**src/rtl/u2s_pkg.sv**
```systemverilog
// Package for the UTF-8 to seven-segment core.
// Holds widths, the result status codes, the decode event type and the font tables.
// No dependencies.
package u2s_pkg;

  localparam int unsigned ByteW  = 8;
  localparam int unsigned SegW   = 8;
  localparam int unsigned CodeW  = 32;
  localparam int unsigned PendW  = 3;
  localparam int unsigned OnesW  = 4;
  localparam int unsigned EntryW = 9;

  localparam logic [CodeW-1:0] ASCII_FIRST = 32'h0000_0020;
  localparam logic [CodeW-1:0] ASCII_LAST  = 32'h0000_007E;
  localparam logic [CodeW-1:0] CYR_FIRST   = 32'h0000_0410;
  localparam logic [CodeW-1:0] CYR_END     = 32'h0000_0450;

  localparam logic [1:0] CONT_TAG = 2'b10;

  typedef enum logic [1:0] {
    STAT_GLYPH   = 2'd0,
    STAT_UNKNOWN = 2'd1,
    STAT_EOS     = 2'd2,
    STAT_ERROR   = 2'd3
  } status_t;

  // One finished character or a decode error, handed from decoder to font stage.
  typedef struct packed {
    logic             valid;
    logic             err;
    logic [CodeW-1:0] code;
  } u2s_event_t;

  // Bit 8 set marks a table entry that has no glyph.
  localparam logic [EntryW-1:0] NG = 9'h100;

  localparam logic [EntryW-1:0] ASCII_FONT [95] = '{
    9'h000, 9'h0B0, 9'h022, NG,     NG,     9'h049, NG,     9'h002,
    9'h04E, 9'h078, 9'h040, NG,     9'h010, 9'h001, 9'h080, NG,
    9'h07E, 9'h030, 9'h06D, 9'h079, 9'h033, 9'h05B, 9'h05F, 9'h070,
    9'h07F, 9'h07B, 9'h048, 9'h058, 9'h043, 9'h009, 9'h061, 9'h065,
    9'h06F, 9'h077, 9'h07F, 9'h04E, 9'h079, 9'h04F, 9'h047, 9'h05E,
    9'h037, 9'h006, 9'h038, 9'h057, 9'h00E, 9'h06B, 9'h076, 9'h07E,
    9'h067, 9'h06B, 9'h06F, 9'h05B, 9'h046, 9'h03E, 9'h03A, 9'h05C,
    9'h049, 9'h02B, 9'h06D, 9'h04E, NG,     9'h078, NG,     9'h008,
    9'h020, 9'h019, 9'h01F, 9'h00D, 9'h03D, 9'h00C, 9'h007, 9'h04D,
    9'h017, 9'h04C, 9'h058, 9'h058, 9'h006, 9'h055, 9'h015, 9'h01D,
    9'h067, 9'h073, 9'h005, 9'h018, 9'h00F, 9'h01C, 9'h018, 9'h02A,
    9'h009, 9'h03B, 9'h009, 9'h031, 9'h006, 9'h007, 9'h063
  };

  localparam logic [EntryW-1:0] CYR_FONT [64] = '{
    9'h077, 9'h05F, 9'h07F, 9'h046, 9'h06A, 9'h04F, NG,     9'h079,
    9'h03E, NG,     9'h057, NG,     9'h06B, 9'h037, 9'h07E, 9'h076,
    9'h067, 9'h04E, 9'h070, 9'h03B, NG,     NG,     NG,     9'h033,
    NG,     NG,     NG,     NG,     9'h01F, 9'h079, NG,     9'h071,
    9'h03D, 9'h01F, NG,     9'h005, 9'h07D, NG,     NG,     NG,
    9'h01C, 9'h05C, NG,     NG,     NG,     NG,     9'h01D, 9'h015,
    NG,     9'h00D, 9'h011, NG,     NG,     NG,     NG,     NG,
    NG,     NG,     NG,     NG,     NG,     NG,     NG,     NG
  };

endpackage

```
**src/rtl/u2s_ifs.sv**
```systemverilog
// Valid/ready channel interfaces for the UTF-8 to seven-segment core.
// Depends on u2s_pkg for field widths.
interface u2s_in_if;
  logic                       valid;
  logic                       ready;
  logic [u2s_pkg::ByteW-1:0]  text_byte;

  modport source (output valid, output text_byte, input ready);
  modport sink   (input valid, input text_byte, output ready);
endinterface

interface u2s_out_if;
  logic                       valid;
  logic                       ready;
  logic [u2s_pkg::SegW-1:0]   segments;
  logic [1:0]                 status;

  modport source (output valid, output segments, output status, input ready);
  modport sink   (input valid, input segments, input status, output ready);
endinterface

```
**src/rtl/u2s_decode.sv**
```systemverilog
// UTF-8 byte decoder: keeps the pending count and partial code point, and
// registers one event per finished character or error. Depends on u2s_pkg and u2s_in_if.
module u2s_decode (
  input  logic                clk,
  input  logic                rst_n,
  u2s_in_if.sink              in_ch,
  input  logic                take,
  output u2s_pkg::u2s_event_t ev
);
  import u2s_pkg::*;

  logic [PendW-1:0] pend_r, pend_nxt;
  logic [CodeW-1:0] acc_r, acc_nxt;
  u2s_event_t       ev_r, ev_nxt;
  logic [OnesW-1:0] ones;
  logic [CodeW-1:0] acc_shift;
  logic             accept;
  logic             is_cont;

  function automatic logic [OnesW-1:0] lead_ones(input logic [ByteW-1:0] b);
    logic [OnesW-1:0] n;
    logic             run;
    n   = '0;
    run = 1'b1;
    for (int i = ByteW - 1; i >= 0; i--) begin
      run = run & b[i];
      n   = n + OnesW'(run);
    end
    return n;
  endfunction

  assign in_ch.ready = !ev_r.valid || take;
  assign accept      = in_ch.valid && in_ch.ready;
  assign ones        = lead_ones(in_ch.text_byte);
  assign is_cont     = (in_ch.text_byte[7:6] == CONT_TAG);
  assign acc_shift   = {acc_r[CodeW-7:0], in_ch.text_byte[5:0]};
  assign ev          = ev_r;

  always_comb begin
    pend_nxt = pend_r;
    acc_nxt  = acc_r;
    ev_nxt   = '0;
    if (accept) begin
      if (pend_r == '0) begin
        // A stray continuation byte while idle is dropped.
        if (!is_cont) begin
          if (ones == OnesW'(ByteW)) begin
            ev_nxt.valid = 1'b1;
            ev_nxt.err   = 1'b1;
          end else if (ones == '0) begin
            ev_nxt.valid = 1'b1;
            ev_nxt.code  = {{(CodeW-7){1'b0}}, in_ch.text_byte[6:0]};
          end else begin
            pend_nxt = PendW'(ones - OnesW'(1));
            acc_nxt  = {{(CodeW-ByteW){1'b0}}, in_ch.text_byte & (8'hFF >> ones)};
          end
        end
      end else if (!is_cont) begin
        pend_nxt     = '0;
        acc_nxt      = '0;
        ev_nxt.valid = 1'b1;
        ev_nxt.err   = 1'b1;
      end else begin
        pend_nxt = pend_r - PendW'(1);
        if (pend_r == PendW'(1)) begin
          acc_nxt      = '0;
          ev_nxt.valid = 1'b1;
          ev_nxt.code  = acc_shift;
        end else begin
          acc_nxt = acc_shift;
        end
      end
    end
  end

  always_ff @(posedge clk) begin
    if (!rst_n) begin
      pend_r <= '0;
      acc_r  <= '0;
      ev_r   <= '0;
    end else begin
      pend_r <= pend_nxt;
      acc_r  <= acc_nxt;
      if (in_ch.ready) begin
        ev_r <= ev_nxt;
      end
    end
  end

endmodule

```
**src/rtl/u2s_glyph.sv**
```systemverilog
// Font stage: maps a decoded character to a segment pattern and status,
// and holds the result register. Depends on u2s_pkg and u2s_out_if.
module u2s_glyph (
  input  logic                  clk,
  input  logic                  rst_n,
  input  u2s_pkg::u2s_event_t   ev,
  input  logic [u2s_pkg::SegW-1:0] unknown_pattern,
  output logic                  take,
  u2s_out_if.source             out_ch
);
  import u2s_pkg::*;

  logic              out_valid_r;
  logic [SegW-1:0]   seg_r, seg_nxt;
  status_t           stat_r, stat_nxt;
  logic [EntryW-1:0] entry;
  logic [6:0]        ascii_idx;
  logic [5:0]        cyr_idx;

  assign ascii_idx = ev.code[6:0] - 7'h20;
  assign cyr_idx   = ev.code[5:0] - CYR_FIRST[5:0];

  always_comb begin
    entry = NG;
    if (ev.code >= ASCII_FIRST && ev.code <= ASCII_LAST) begin
      entry = ASCII_FONT[ascii_idx];
    end else if (ev.code >= CYR_FIRST && ev.code < CYR_END) begin
      entry = CYR_FONT[cyr_idx];
    end
  end

  always_comb begin
    if (ev.err) begin
      seg_nxt  = '0;
      stat_nxt = STAT_ERROR;
    end else if (ev.code == '0) begin
      seg_nxt  = '0;
      stat_nxt = STAT_EOS;
    end else if (entry[EntryW-1]) begin
      seg_nxt  = unknown_pattern;
      stat_nxt = STAT_UNKNOWN;
    end else begin
      seg_nxt  = entry[SegW-1:0];
      stat_nxt = STAT_GLYPH;
    end
  end

  assign take = !out_valid_r || out_ch.ready;

  always_ff @(posedge clk) begin
    if (!rst_n) begin
      out_valid_r <= 1'b0;
    end else if (take) begin
      out_valid_r <= ev.valid;
    end
  end

  always_ff @(posedge clk) begin
    if (take) begin
      seg_r  <= seg_nxt;
      stat_r <= stat_nxt;
    end
  end

  assign out_ch.valid    = out_valid_r;
  assign out_ch.segments = seg_r;
  assign out_ch.status   = stat_r;

endmodule

```
**src/rtl/utf8_to_seven_segment_core.sv**
```systemverilog
// Top level of the UTF-8 to seven-segment core: decoder, font stage and
// the unknown-pattern register. Depends on u2s_pkg, u2s_ifs, u2s_decode, u2s_glyph.
//
//   channel  | direction | fields
//   in_ch    | sink      | text_byte[7:0]
//   out_ch   | source    | segments[7:0], status[1:0]
//   cfg      | write     | cfg_we, cfg_wdata[7:0] (unknown pattern)
//
// One byte can be accepted every cycle while out_ch is not stalled. A
// character's result passes through the decoder's event register and then
// the result register before it is offered on out_ch.
// Reset is synchronous and clears the decoder state and both valid flags.
// A stall on out_ch fills the result register, then the event register,
// and only then drops in_ch.ready.
module utf8_to_seven_segment_core (
  input  logic                       clk,
  input  logic                       rst_n,
  u2s_in_if.sink                     in_ch,
  u2s_out_if.source                  out_ch,
  input  logic                       cfg_we,
  input  logic [u2s_pkg::SegW-1:0]   cfg_wdata
);
  import u2s_pkg::*;

  logic [SegW-1:0] unknown_r;
  u2s_event_t      ev;
  logic            take;

  always_ff @(posedge clk) begin
    if (!rst_n) begin
      unknown_r <= '0;
    end else if (cfg_we) begin
      unknown_r <= cfg_wdata;
    end
  end

  u2s_decode u_decode (
    .clk   (clk),
    .rst_n (rst_n),
    .in_ch (in_ch),
    .take  (take),
    .ev    (ev)
  );

  u2s_glyph u_glyph (
    .clk             (clk),
    .rst_n           (rst_n),
    .ev              (ev),
    .unknown_pattern (unknown_r),
    .take            (take),
    .out_ch          (out_ch)
  );

endmodule
```
**src/flat_wrapper.sv**
```systemverilog
// flat-port wrapper written by rule: the top's interface ports become plain ports
module utf8_to_seven_segment_core_flat import u2s_pkg::*;
  (clk, rst_n, cfg_we, cfg_wdata, in_ch_valid, in_ch_text_byte, in_ch_ready, out_ch_valid, out_ch_segments, out_ch_status, out_ch_ready);
  u2s_in_if in_ch_i ();
  u2s_out_if out_ch_i ();
  input  logic clk;
  input  logic rst_n;
  input  logic cfg_we;
  input  logic [u2s_pkg::SegW-1:0] cfg_wdata;
  input wire logic [$bits(in_ch_i.valid)-1:0] in_ch_valid;
  input wire logic [$bits(in_ch_i.text_byte)-1:0] in_ch_text_byte;
  output wire logic [$bits(in_ch_i.ready)-1:0] in_ch_ready;
  output wire logic [$bits(out_ch_i.valid)-1:0] out_ch_valid;
  output wire logic [$bits(out_ch_i.segments)-1:0] out_ch_segments;
  output wire logic [$bits(out_ch_i.status)-1:0] out_ch_status;
  input wire logic [$bits(out_ch_i.ready)-1:0] out_ch_ready;
  assign in_ch_i.valid = in_ch_valid;
  assign in_ch_i.text_byte = in_ch_text_byte;
  assign in_ch_ready = in_ch_i.ready;
  assign out_ch_valid = out_ch_i.valid;
  assign out_ch_segments = out_ch_i.segments;
  assign out_ch_status = out_ch_i.status;
  assign out_ch_i.ready = out_ch_ready;
  utf8_to_seven_segment_core u_core (.clk(clk), .rst_n(rst_n), .in_ch(in_ch_i), .out_ch(out_ch_i), .cfg_we(cfg_we), .cfg_wdata(cfg_wdata));
endmodule
```
**config.mk**
```make
export PLATFORM = sky130hd
export DESIGN_NAME = utf8_to_seven_segment_core_flat
export DESIGN_NICKNAME = d
export VERILOG_FILES = /design/src/rtl/u2s_pkg.sv /design/src/rtl/u2s_ifs.sv /design/src/rtl/u2s_decode.sv /design/src/rtl/u2s_glyph.sv /design/src/rtl/utf8_to_seven_segment_core.sv /design/src/flat_wrapper.sv
export SDC_FILE = /design/constraint.sdc
export NUM_CORES = 1
export LEC_CHECK = 0
export ABC_AREA = 1
export BUFFER_PORTS_ARGS = -buffer_cell sky130_fd_sc_hd__buf_2
export CELL_PAD_IN_SITES_DETAIL_PLACEMENT = 0
export CELL_PAD_IN_SITES_GLOBAL_PLACEMENT = 1
export CORE_MARGIN = 2
export CORE_UTILIZATION = 49
export CTS_BUF_LIST = sky130_fd_sc_hd__clkbuf_2 sky130_fd_sc_hd__clkbuf_4 sky130_fd_sc_hd__clkbuf_8
export CTS_CLUSTER_SIZE = 12
export DETAILED_ROUTE_END_ITERATION = 10
export PLACE_DENSITY = 0.93
export SYNTH_ARGS = -nofsm -noshare
export SYNTH_HDL_FRONTEND = slang
export SYNTH_HIERARCHICAL = 1
export SYNTH_SLANG_ARGS = --single-unit
export TNS_END_PERCENT = 100
```
**constraint.sdc**
```tcl
create_clock -name clk -period 5.7 [get_ports clk]
set_input_delay 0.285 -clock clk [delete_from_list [all_inputs] [get_ports clk]]
set_output_delay 0.285 -clock clk [all_outputs]
set_load 0.01 [all_outputs]
```
==> impl_metrics.py <==
metrics = {
    "pwr": {
        "irDropWorstVdd_v": 0.000200,
        "power_density_nw_per_um2": 264,
        "leakage_uw": 0.00285,
        "power.total_uw": 1630,
    },
    "floorplanning": {
        "start_util_pct": 49.7,
        "die_h_um": 114,
        "row_count": 40,
        "die_area_um2": 12900,
        "io_pins": 33,
        "fp.dieW_um": 114,
        "coreArea_um2": 11900,
    },
    "timing": {
        "fmax_mhz": 252,
        "maxSlewViolCount": 0,
        "period_share_pct": 69.7,
        "setup_viol": 0,
        "fin_setup_tns_ps": 0,
        "rsz0062_at_grt": "no",
        "finalHoldViolations": 0,
        "skew_ps": 14.7,
        "slew_headroom_pct": 41.5,
        "whs_ps": 187,
        "tightest_slew_ps": 876,
        "fin_crit_ps": 3970,
    },
    "logic_synthesis": {
        "synth_area_um2": 5890,
        "synthCells": 918,
        "yosysUniqueCellTypes": 42,
        "synth_fp_nets": 982,
        "synth_seq_cells": 82,
        "ys_seq_area_share_pct": 29.5,
        "yosysWarnings": 6,
        "avgSynthCellArea_um2": 6.42,
    },
    "final_layout": {
        "diodes": 0,
        "nets": 985,
        "mostFrequentLayoutCell": "nand2_1",
        "final_cell_mix": "nand2_1 (254), nor2_1 (129), nand3_1 (87)",
        "fin_util_pct": 52.3,
        "syn_to_final_growth_pct": 5.16,
        "drive_gt1_share_pct": 8.64,
    },
    "run_status": {
        "status": "complete, no violations",
    },
    "grt": {
        "grt_max_degree": 59,
        "grt_pass1_vias": 5531,
        "antenna_found_initial": 0,
        "grt_pass1_wl_um": 27000,
        "globalRoute.totalOverflow": 0,
        "grt_usage_pct": 25.8,
    },
    "route": {
        "vias": 5896,
        "drt-total-wl_um": 15800,
        "drt_iter0_drc": 530,
        "drc_errors": 0,
        "drt_first_pass_iters": 5,
        "wl_per_cell_um": 14.7,
        "antenna_left": 0,
        "viasPerCell": 5.49,
    },
    "setup_path": {
        "arrival_ps": 4230,
        "critPathCaptureType": "flip-flop",
        "path_max_fanout": 24,
        "critPathLaunchType": "primary input",
        "crit_required_ps": 5950,
        "worstSetupPathType": "primary input to flip-flop",
    },
    "clock_network": {
        "clockBufferDepth": 2,
        "cts_buffers": 9,
        "ctsHoldBuffers": 0,
        "ctsResizeCount": 0,
        "clk_transition_reported_paths_ps": 80,
        "cts_sinks": 82,
        "post_cts_buffers": 0,
        "h-tree-depth": 3,
        "cts_tree": "done",
        "cts-root-buf": "clkbuf_8",
        "clk_latency_ps": 360,
    },
    "place": {
        "io_buffers": 32,
        "gp_congestion": 0.970,
        "dp.final_hpwl_um": 11000,
    },
    "min_path": {
        "hold_class": "primary input to flip-flop",
    },
    "run": {
        "drv_cap": 0,
    },
}
-- report_power, final --
group	switching, uW	internal, uW	total, uW
clock	223	175	399
sequential	52.0	662	714
combinational	352	169	522
total	628	1010	1630
-- critical path, stage by stage --
cell and delay (ps):
buf_2 110, inv_1 100, nand2_2 120, inv_2 160
ha_1 270, fa_1 500, inv_1 50, fa_1 500
inv_1 40, ha_1 220, fa_1 580, inv_1 80
ha_1 220, nand3_2 120, nand3_2 110, nand2_2 250
inv_2 240, a21oi_1 190, nor2_1 60
-- worst paths after layout --
path / start / endpoint / slack, ps / cells after the start
max: in_ch_text_byte[6] / u_core/u_decode/acc_r[12] / 1730 / 19
min: in_ch_text_byte[4] / u_core/u_decode/acc_r[4] / 190 / 3
max reg2reg: u_core/u_decode/ev[5] / u_core/u_glyph/out_ch.segments[4] / 2570 / 11
min reg2reg: u_core/u_decode/acc_r[22] / u_core/u_decode/ev[28] / 470 / 2
-- Yosys cell counts, drive strengths merged --
| cell type | number | area (um2) |
|---|---|---|
| nand3b | 1 | 7.51 |
| nor3b | 1 | 12.5 |
| a21oi | 79 | 395 |
| o31ai | 1 | 7.51 |
| buf | 33 | 223 |
| nand3 | 89 | 455 |
| nor3 | 5 | 36.3 |
| a21boi | 1 | 7.51 |
| o21a | 1 | 7.51 |
| or2 | 2 | 12.5 |
| clkbuf | 13 | 51.3 |
| clkinv | 3 | 12.5 |
| ha | 40 | 500 |
| edfxtp | 10 | 300 |
| dfxtp | 72 | 1440 |
| o21ai | 70 | 350 |
| o22ai | 4 | 25.0 |
| a31oi | 2 | 12.5 |
| o21bai | 1 | 7.51 |
| inv | 70 | 263 |
| xnor2 | 1 | 8.76 |
| nand4 | 10 | 62.6 |
| nand2 | 262 | 1010 |
| nor2 | 136 | 562 |
| nor4 | 1 | 6.26 |
| o211ai | 7 | 52.6 |
| fa | 3 | 60.1 |
-- routing by layer --
metal | routed length, um | up-vias | GRT usage, %
met4 | 555 | 0 | 11.5
li1 | - | 2992 | -
met3 | 750 | 39 | 3.29
met2 | 7370 | 168 | 42.2
met5 | 0 | - | 0
met1 | 7130 | 2697 | 34.1
-- registers in the layout (all words and copies together), names as in the netlist --
| signal | flops |
|---|---|
| u_core/u_decode/ev | 34 |
| u_core/u_decode/acc_r | 26 |
| u_core/u_glyph/out_ch.segments | 8 |
| u_core/unknown_r | 8 |
| u_core/u_decode/pend_r | 3 |
| u_core/u_glyph/out_ch.status | 2 |
| u_core/u_glyph/out_ch.valid | 1 |
-- stage by stage --
stage,setup slack [ps],cells,area [um2]
2_1_floorplan,1990,918,5890
4_1_cts,1750,1073,6200
3_5_place_dp,1370,1057,6010
6_report,1730,1073,6200
3_3_place_gp,1470,1057,6010
5_1_grt,1370,1073,6200
-- cells by family after synthesis --
logic type / Yosys count / synth area share [%]
AO/OA/AOI/OAI: 166 / 14.7
XOR/XNOR: 1 / 0.149
adder cells (fa/ha/maj): 43 / 9.51
buffers and inverters: 119 / 9.32
flip-flops: 82 / 29.5
AND/OR/NAND/NOR: 507 / 36.8
-- cell type report --
class	count	area (um2)
fillers	1241	5660
multi-input cells	717	3600
flip-flops and latches	82	1740
inverters	73	275
repair buffers	38	205
well taps	147	184
clock buffers	10	138
clock inverters	6	50.0
No activity file was read; power rests on OpenSTA's default activity.
